==> src/hdl/flg_pkg.sv <==
// ----------------------------------------------------------------------------
// flg_pkg
// Shared types, register map and constants of the frame load governor.
// ----------------------------------------------------------------------------
package flg_pkg;

  localparam int unsigned AddrWidth = 5;

  typedef enum logic [2:0] {
    REG_EMERG_THR   = 3'd0,
    REG_REDUCED_THR = 3'd1,
    REG_AVG_THR     = 3'd2,
    REG_EMERG_HOLD  = 3'd3,
    REG_LONG_HOLD   = 3'd4,
    REG_SHORT_HOLD  = 3'd5
  } cfg_reg_e;

  typedef enum logic [1:0] {
    LVL_NORMAL    = 2'd0,
    LVL_REDUCED   = 2'd1,
    LVL_EMERGENCY = 2'd2
  } load_level_e;

  localparam logic [30:0] EmergThrReset   = 31'd40000;
  localparam logic [30:0] ReducedThrReset = 31'd28000;
  localparam logic [30:0] AvgThrReset     = 31'd20000;
  localparam logic [15:0] EmergHoldReset  = 16'd192;
  localparam logic [15:0] LongHoldReset   = 16'd360;
  localparam logic [15:0] ShortHoldReset  = 16'd192;

  // Q16 weights of the moving average, summing to 65536
  localparam logic [15:0] WeightOld = 16'd60293;
  localparam logic [15:0] WeightNew = 16'd5243;
  localparam logic [15:0] RoundHalf = 16'd32768;

  localparam logic [30:0] CountLimit [4] = '{31'd42000, 31'd55000, 31'd1000000, 31'd10000000};

  typedef struct packed {
    logic               action;
    logic [31:0]        frame_index;
    logic signed [31:0] elapsed_us;
  } in_item_t;

  typedef struct packed {
    logic [1:0]  load_level;
    logic        simulation_allowed;
    logic [2:0]  cadence_multiplier;
    logic [6:0]  nav_interval;
    logic [6:0]  command_limit;
    logic [31:0] sample_total;
    logic [38:0] average_time;
    logic [30:0] peak_time_us;
    logic [31:0] count_over_42ms;
    logic [31:0] count_over_55ms;
    logic [31:0] count_over_1s;
    logic [31:0] count_over_10s;
  } out_item_t;

  function automatic logic [31:0] sat_inc(input logic [31:0] v);
    return (v == '1) ? v : v + 32'd1;
  endfunction

  function automatic logic [31:0] extend_deadline(input logic [31:0] old_dl,
                                                  input logic [31:0] frame,
                                                  input logic [15:0] hold);
    logic [32:0] sum;
    logic [31:0] cand;
    sum  = {1'b0, frame} + {17'd0, hold};
    cand = sum[32] ? '1 : sum[31:0];
    return (cand > old_dl) ? cand : old_dl;
  endfunction

  function automatic logic [2:0] cadence_of(input load_level_e lvl);
    case (lvl)
      LVL_REDUCED:   return 3'd2;
      LVL_EMERGENCY: return 3'd4;
      default:       return 3'd1;
    endcase
  endfunction

  function automatic logic [6:0] nav_of(input load_level_e lvl);
    case (lvl)
      LVL_REDUCED:   return 7'd48;
      LVL_EMERGENCY: return 7'd96;
      default:       return 7'd24;
    endcase
  endfunction

  function automatic logic [6:0] cmd_of(input load_level_e lvl);
    case (lvl)
      LVL_REDUCED:   return 7'd64;
      LVL_EMERGENCY: return 7'd40;
      default:       return 7'd96;
    endcase
  endfunction

endpackage

==> src/hdl/frame_load_governor.sv <==
// ----------------------------------------------------------------------------
// frame_load_governor
// Frame time statistics and load level with hold deadlines.
// ----------------------------------------------------------------------------
// Usage:
//   Input channel (in_valid_i / in_stall_o / in_item_i) carries one beat per
//   frame: a record (action 0) with a frame time, or a query (action 1).
//   Output channel (out_valid_o / out_stall_i / out_item_o) returns one beat
//   per input beat, in order: level, derived cadence settings, statistics.
//   The path runs through an input register, then a result register. One
//   beat per cycle is sustained while the receiver does not stall; the
//   update of average, counters and deadlines for a beat is combinational
//   between the two registers, so the next beat sees the updated state.
//   When the receiver stalls, the result register holds and the input
//   register fills; in_stall_o rises once both are occupied.
//   Reset clears statistics, deadlines and both valid flags and loads the
//   default thresholds and hold lengths. The user writes registers (APB byte
//   offsets 0x00 to 0x14) only while the block is idle; it is not enforced.
// ----------------------------------------------------------------------------
module frame_load_governor (
  input  logic                clk_i,
  input  logic                rst_ni,
  input  logic                in_valid_i,
  output logic                in_stall_o,
  input  flg_pkg::in_item_t   in_item_i,
  output logic                out_valid_o,
  input  logic                out_stall_i,
  output flg_pkg::out_item_t  out_item_o,
  input  logic                psel,
  input  logic                penable,
  input  logic                pwrite,
  input  logic [flg_pkg::AddrWidth-1:0] paddr,
  input  logic [31:0]         pwdata,
  output logic [31:0]         prdata,
  output logic                pready
);
  import flg_pkg::*;

  logic [30:0] emerg_thr_q, reduced_thr_q, avg_thr_q;
  logic [15:0] emerg_hold_q, long_hold_q, short_hold_q;

  logic        s1_valid_q;
  in_item_t    s1_item_q;
  logic        out_valid_q;
  out_item_t   out_item_q, out_item_d;

  logic [31:0] cnt_q, cnt_d;
  logic [38:0] avg_q, avg_d;
  logic [30:0] peak_q, peak_d;
  logic [31:0] thr_cnt_q [4];
  logic [31:0] thr_cnt_d [4];
  logic [31:0] emerg_dl_q, emerg_dl_d;
  logic [31:0] reduced_dl_q, reduced_dl_d;

  logic        advance;
  logic        cfg_wr;
  cfg_reg_e    cfg_sel;
  logic        is_record;
  logic [30:0] us;
  logic [55:0] mix;
  logic        hit_emerg, hit_reduced;
  load_level_e lvl;

  assign pready  = 1'b1;
  assign cfg_wr  = psel && penable && pwrite && pready;
  assign cfg_sel = cfg_reg_e'(paddr[4:2]);

  always_ff @(posedge clk_i or negedge rst_ni) begin
    if (!rst_ni) begin
      emerg_thr_q   <= EmergThrReset;
      reduced_thr_q <= ReducedThrReset;
      avg_thr_q     <= AvgThrReset;
      emerg_hold_q  <= EmergHoldReset;
      long_hold_q   <= LongHoldReset;
      short_hold_q  <= ShortHoldReset;
    end else if (cfg_wr) begin
      case (cfg_sel)
        REG_EMERG_THR:   emerg_thr_q   <= pwdata[30:0];
        REG_REDUCED_THR: reduced_thr_q <= pwdata[30:0];
        REG_AVG_THR:     avg_thr_q     <= pwdata[30:0];
        REG_EMERG_HOLD:  emerg_hold_q  <= pwdata[15:0];
        REG_LONG_HOLD:   long_hold_q   <= pwdata[15:0];
        REG_SHORT_HOLD:  short_hold_q  <= pwdata[15:0];
        default: ;
      endcase
    end
  end

  always_comb begin
    case (cfg_sel)
      REG_EMERG_THR:   prdata = {1'b0, emerg_thr_q};
      REG_REDUCED_THR: prdata = {1'b0, reduced_thr_q};
      REG_AVG_THR:     prdata = {1'b0, avg_thr_q};
      REG_EMERG_HOLD:  prdata = {16'd0, emerg_hold_q};
      REG_LONG_HOLD:   prdata = {16'd0, long_hold_q};
      REG_SHORT_HOLD:  prdata = {16'd0, short_hold_q};
      default:         prdata = '0;
    endcase
  end

  // advance the input beat into the result register
  assign advance    = !out_valid_q || !out_stall_i;
  assign in_stall_o = s1_valid_q && !advance;

  always_ff @(posedge clk_i or negedge rst_ni) begin
    if (!rst_ni) begin
      s1_valid_q  <= 1'b0;
      out_valid_q <= 1'b0;
    end else begin
      if (advance) begin
        out_valid_q <= s1_valid_q;
      end
      if (!in_stall_o) begin
        s1_valid_q <= in_valid_i;
      end
    end
  end

  always_ff @(posedge clk_i) begin
    if (in_valid_i && !in_stall_o) begin
      s1_item_q <= in_item_i;
    end
    if (advance && s1_valid_q) begin
      out_item_q <= out_item_d;
    end
  end

  always_comb begin
    is_record = !s1_item_q.action;
    us        = s1_item_q.elapsed_us[31] ? '0 : s1_item_q.elapsed_us[30:0];
    mix       = 56'(avg_q) * 56'(WeightOld) + 56'({us, 8'h00}) * 56'(WeightNew)
              + 56'(RoundHalf);

    cnt_d        = cnt_q;
    avg_d        = avg_q;
    peak_d       = peak_q;
    emerg_dl_d   = emerg_dl_q;
    reduced_dl_d = reduced_dl_q;
    for (int i = 0; i < 4; i++) begin
      thr_cnt_d[i] = thr_cnt_q[i];
    end
    hit_emerg   = 1'b0;
    hit_reduced = 1'b0;

    if (is_record) begin
      avg_d  = (cnt_q == '0) ? {us, 8'h00} : mix[54:16];
      cnt_d  = sat_inc(cnt_q);
      peak_d = (us > peak_q) ? us : peak_q;
      for (int i = 0; i < 4; i++) begin
        if (us >= CountLimit[i]) begin
          thr_cnt_d[i] = sat_inc(thr_cnt_q[i]);
        end
      end
      hit_emerg   = us >= emerg_thr_q;
      hit_reduced = (us >= reduced_thr_q) || (avg_d >= {avg_thr_q, 8'h00});
      if (hit_emerg) begin
        emerg_dl_d   = extend_deadline(emerg_dl_q, s1_item_q.frame_index, emerg_hold_q);
        reduced_dl_d = extend_deadline(reduced_dl_q, s1_item_q.frame_index, long_hold_q);
      end else if (hit_reduced) begin
        reduced_dl_d = extend_deadline(reduced_dl_q, s1_item_q.frame_index, short_hold_q);
      end
    end

    if (s1_item_q.frame_index < emerg_dl_d) begin
      lvl = LVL_EMERGENCY;
    end else if (s1_item_q.frame_index < reduced_dl_d) begin
      lvl = LVL_REDUCED;
    end else begin
      lvl = LVL_NORMAL;
    end

    out_item_d.load_level         = lvl;
    out_item_d.simulation_allowed = (lvl == LVL_NORMAL);
    out_item_d.cadence_multiplier = cadence_of(lvl);
    out_item_d.nav_interval       = nav_of(lvl);
    out_item_d.command_limit      = cmd_of(lvl);
    out_item_d.sample_total       = cnt_d;
    out_item_d.average_time       = avg_d;
    out_item_d.peak_time_us       = peak_d;
    out_item_d.count_over_42ms    = thr_cnt_d[0];
    out_item_d.count_over_55ms    = thr_cnt_d[1];
    out_item_d.count_over_1s      = thr_cnt_d[2];
    out_item_d.count_over_10s     = thr_cnt_d[3];
  end

  always_ff @(posedge clk_i or negedge rst_ni) begin
    if (!rst_ni) begin
      cnt_q        <= '0;
      avg_q        <= '0;
      peak_q       <= '0;
      emerg_dl_q   <= '0;
      reduced_dl_q <= '0;
      for (int i = 0; i < 4; i++) begin
        thr_cnt_q[i] <= '0;
      end
    end else if (advance && s1_valid_q) begin
      cnt_q        <= cnt_d;
      avg_q        <= avg_d;
      peak_q       <= peak_d;
      emerg_dl_q   <= emerg_dl_d;
      reduced_dl_q <= reduced_dl_d;
      for (int i = 0; i < 4; i++) begin
        thr_cnt_q[i] <= thr_cnt_d[i];
      end
    end
  end

  assign out_valid_o = out_valid_q;
  assign out_item_o  = out_item_q;

  a_cnt_monotonic: assert property (@(posedge clk_i) disable iff (!rst_ni)
    1'b1 |=> cnt_q >= $past(cnt_q))
    else $error("sample count decreased");

  a_deadline_monotonic: assert property (@(posedge clk_i) disable iff (!rst_ni)
    1'b1 |=> (emerg_dl_q >= $past(emerg_dl_q)) && (reduced_dl_q >= $past(reduced_dl_q)))
    else $error("hold deadline moved back");

  a_state_idle: assert property (@(posedge clk_i) disable iff (!rst_ni)
    !(advance && s1_valid_q) |=> $stable(cnt_q) && $stable(avg_q) && $stable(emerg_dl_q))
    else $error("state changed without a beat");

  a_stall_full: assert property (@(posedge clk_i) disable iff (!rst_ni)
    in_stall_o |-> s1_valid_q && out_valid_q && out_stall_i)
    else $error("input stalled with free stage");

endmodule

==> config.mk <==
export PLATFORM = sky130hd
export DESIGN_NAME = frame_load_governor
export DESIGN_NICKNAME = d
export VERILOG_FILES = /design/src/hdl/flg_pkg.sv /design/src/hdl/frame_load_governor.sv
export SDC_FILE = /design/constraint.sdc
export NUM_CORES = 2
export LEC_CHECK = 0
export ABC_AREA = 1
export BUFFER_PORTS_ARGS = -buffer_cell sky130_fd_sc_hd__buf_2
export CAP_MARGIN = 20
export CORE_ASPECT_RATIO = 1.1
export CORE_MARGIN = 8
export CORE_UTILIZATION = 47
export CTS_BUF_LIST = sky130_fd_sc_hd__clkbuf_4
export CTS_CLUSTER_SIZE = 14
export DETAILED_ROUTE_END_ITERATION = 6
export MAX_ROUTING_LAYER = met4
export PLACE_DENSITY = 0.66
export SKIP_LAST_GASP = 1
export SLEW_MARGIN = 20
export SYNTH_ARGS = -nofsm -noshare
export SYNTH_HDL_FRONTEND = slang
export SYNTH_SLANG_ARGS = --single-unit
==> constraint.sdc <==
create_clock -name clk_i -period 35.1 [get_ports clk_i]
set_input_delay 5.265 -clock clk_i [delete_from_list [all_inputs] [get_ports clk_i]]
set_output_delay 5.265 -clock clk_i [all_outputs]
set_load 0.05 [all_outputs]
==> results.py <==
metrics = {
    "timing": {
        "setup_viol": 0,
        "period_minus_slack_ns": 16.85,
        "relSlewSlack_pct": 24.7,
        "final.setup.tns_ns": 0,
        "clock.fmax_mhz": 59.4,
        "hold_violations": 0,
        "fin_skew_ns": 0.0994,
        "fin_crit_sh_pct": 48.0,
        "worst_slew_pin_slew_ns": 1.13,
        "rsz0062_at_grt": "no",
        "report.final.slew_viol_count": 0,
    },
    "setup_path": {
        "worst_path_largest_cell_delay_ns": 0.59,
        "cp_max_fo": 45,
        "timing.rr.start": "s1_item_q[31]",
        "crit_type": "reg -> reg",
        "ff2ff_setup_slack_ns": 18.25,
        "cp.required_ns": 36.05,
        "critical_path_arrival_ns": 17.80,
        "r2r_end": "out_item_o[242]",
        "endpoint": "out_item_o[242]",
        "critPathLaunchType": "register",
        "slowest_stage": "nand2_1",
        "crit_top_cell": "nand2_1",
        "worstRegToRegCells": 63,
        "end_kind": "register",
        "startpoint": "s1_item_q[31]",
    },
    "global_route": {
        "grt_first_pass_wirelength_um": 295000,
        "gr-usage-all-layers_pct": 27.0,
        "antenna_found_initial": 10,
        "grt_pass1_vias": 51671,
        "overflow": 0,
        "grt_max_degree": 144,
    },
    "logic_synthesis": {
        "synth_edf_count": 301,
        "synth_most_common_cell": "nand2_1",
        "netlist_area_sq_um": 62400,
        "ys_top_cells_by_area": "dfrtp_1, ha_1, edfxtp_1",
        "synth_top_area_share_pct": 16.5,
        "synthCells": 7291,
        "avgSynthCellArea_sq_um": 8.56,
        "yosys_register_bits": 738,
        "synth_top_area_cell": "dfrtp_1",
        "synth_cell_types": 70,
        "synth_seq_area_share_pct": 32.0,
        "yosys-top-cells-count": "nand2_1, inv_1, ha_1",
        "yosysWarnings": 0,
        "synthArstFlopShare_pct": 59.2,
        "synthFlopType": "dfrtp_1",
    },
    "cts": {
        "ctsResizeCount": 0,
        "clkTransAtPathRegs_ns": 0.07,
        "htree_levels": 4,
        "cts_setup_buffers": 0,
        "tritoncts": "yes",
        "cts_root_buf": "clkbuf_4",
        "holdBufCountCts": 0,
        "clkLatencyLatePin_ns": 1.25,
        "clockBufferDepth": 3,
        "cts_sinks": 738,
        "cts_buffers": 197,
    },
    "routing": {
        "drc": 1,
        "drt-total-wl_um": 192000,
        "post_drt_wl_per_cell_um": 19.9,
        "drt_iter0_markers": 4053,
        "vias_per_cell": 5.36,
        "vias": 51948,
        "ant_nets": 0,
        "first_pass_iters": 7,
    },
    "place": {
        "io_buffers": 381,
        "dp_hpwl_um": 154000,
        "routabilityCongestion": 0.995,
    },
    "die": {
        "dieWidth_um": 364,
        "die_h_um": 398,
        "pin_count": 394,
        "dieArea_sq_um": 145000,
        "fp.coreArea_sq_um": 132000,
        "num_rows": 140,
        "start_util_pct": 47.3,
    },
    "status": {
        "violations": "design-rule violations",
        "status": "finished, violations left",
    },
    "job": {
        "max_cap_violations": 0,
    },
    "layout": {
        "drive_above_1_share_pct": 11.2,
        "area_growth_syn_to_layout_pct": 10.4,
        "fin_nets": 8984,
    },
    "worst_hold_path": {
        "min_path_type": "reg -> reg",
    },
}
-- routing by layer --
layer  global-route usage, %  share of wire [%]  up-vias
met1                    34.2                 42    25006
li1                        -                  -    24870
met5                       -                  0        -
met3                    4.45                6.7      341
met4                    9.77                3.7        0
met2                    43.8                 47     1731
-- final cells by class --
| type | count | area (sq um) |
|---|---|---|
| Fill cell | 12572 | 63200 |
| Multi-Input combinational cell | 5148 | 37100 |
| Sequential cell | 738 | 20000 |
| Inverter | 1225 | 4610 |
| Timing Repair Buffer | 426 | 2270 |
| Tap cell | 1775 | 2220 |
| Clock buffer | 282 | 2120 |
| Clock inverter | 87 | 597 |
| Antenna cell | 4 | 10.0 |
-- placed cells by master, fill, tap and decap left out, types with 15 or more instances in the layout --
master	count
xnor2_1	50
o221ai_1	27
clkinv_2	17
edfxtp_1	301
xor2_1	213
dfrtp_1	412
buf_4	44
nand2_1	1515
dfstp_2	25
inv_1	1211
nand4_1	103
nor3_1	101
o21ai_1	17
nor2_1	404
o22ai_1	19
a31oi_1	19
fa_1	404
nor2_2	16
or2_2	25
o21bai_1	16
a21oi_1	338
nand2_2	15
o211ai_1	45
clkinv_1	56
nor4_1	32
clkbuf_4	282
buf_2	380
nand3_1	202
o21ai_0	682
a21boi_0	17
ha_1	735
-- worst min path at each step --
| stage | from | end | slack [ns] | cells after the start |
|---|---|---|---|---|
| 2_1_floorplan | s1_valid_q | out_valid_o | 0.43 | 2 |
| 3_3_place_gp | reduced_dl_q[31] | reduced_dl_q[31] | 0.47 | 2 |
| 3_5_place_dp | reduced_dl_q[31] | reduced_dl_q[31] | 0.47 | 2 |
| 4_1_cts | reduced_dl_q[31] | reduced_dl_q[31] | 0.49 | 2 |
| 5_1_grt | reduced_thr_q[5] | reduced_thr_q[5] | 0.50 | 2 |
| 6_report | avg_thr_q[26] | avg_thr_q[26] | 0.48 | 2 |
-- registers in the layout, summed over array words and instances, names as in the netlist, 31 cells and up --
| name | count |
|---|---|
| avg_q | 39 |
| avg_thr_q | 31 |
| cnt_q | 32 |
| emerg_dl_q | 32 |
| emerg_thr_q | 31 |
| out_item_o | 236 |
| peak_q | 31 |
| reduced_dl_q | 32 |
| reduced_thr_q | 31 |
| s1_item_q | 65 |
| thr_cnt_q | 128 |
-- cell families after synthesis --
kind of cell,share of synthesized area (%)
adder cells (fa/ha/maj),27.7
buffers and inverters,8.71
other,0.0120
flip-flops,32.0
XOR/XNOR,3.69
AND/OR/NAND/NOR,17.0
AO/OA/AOI/OAI,10.9
-- critical path, delay by kind of cell, from the launching register on --
kind                     cells  cell delay (ns)
AND/OR/NAND/NOR             20             4.62
adder cells (fa/ha/maj)     13             5.12
buffers and inverters       12             1.93
AO/OA/AOI/OAI               17             4.28
flip-flops                   1             0.37
XOR/XNOR                     1             0.24
-- stage by stage --
step                util (%)  hold slack (ns)  setup slack (ns)  area [sq um]  cells
floorplan                  -            0.434             21.92         62500   7298
global placement        50.1            0.466             18.72         66200   9312
detailed placement      50.1            0.468             18.57         66200   9312
CTS                     52.2            0.487             18.54         68900   9681
global route            52.2            0.500             17.31         68900   9685
finish                  52.2            0.484             18.25         68900   9685
Power is left out: the tool's default activity adds up to more than one toggle a clock period on the data nets, which glitch-free logic cannot reach.
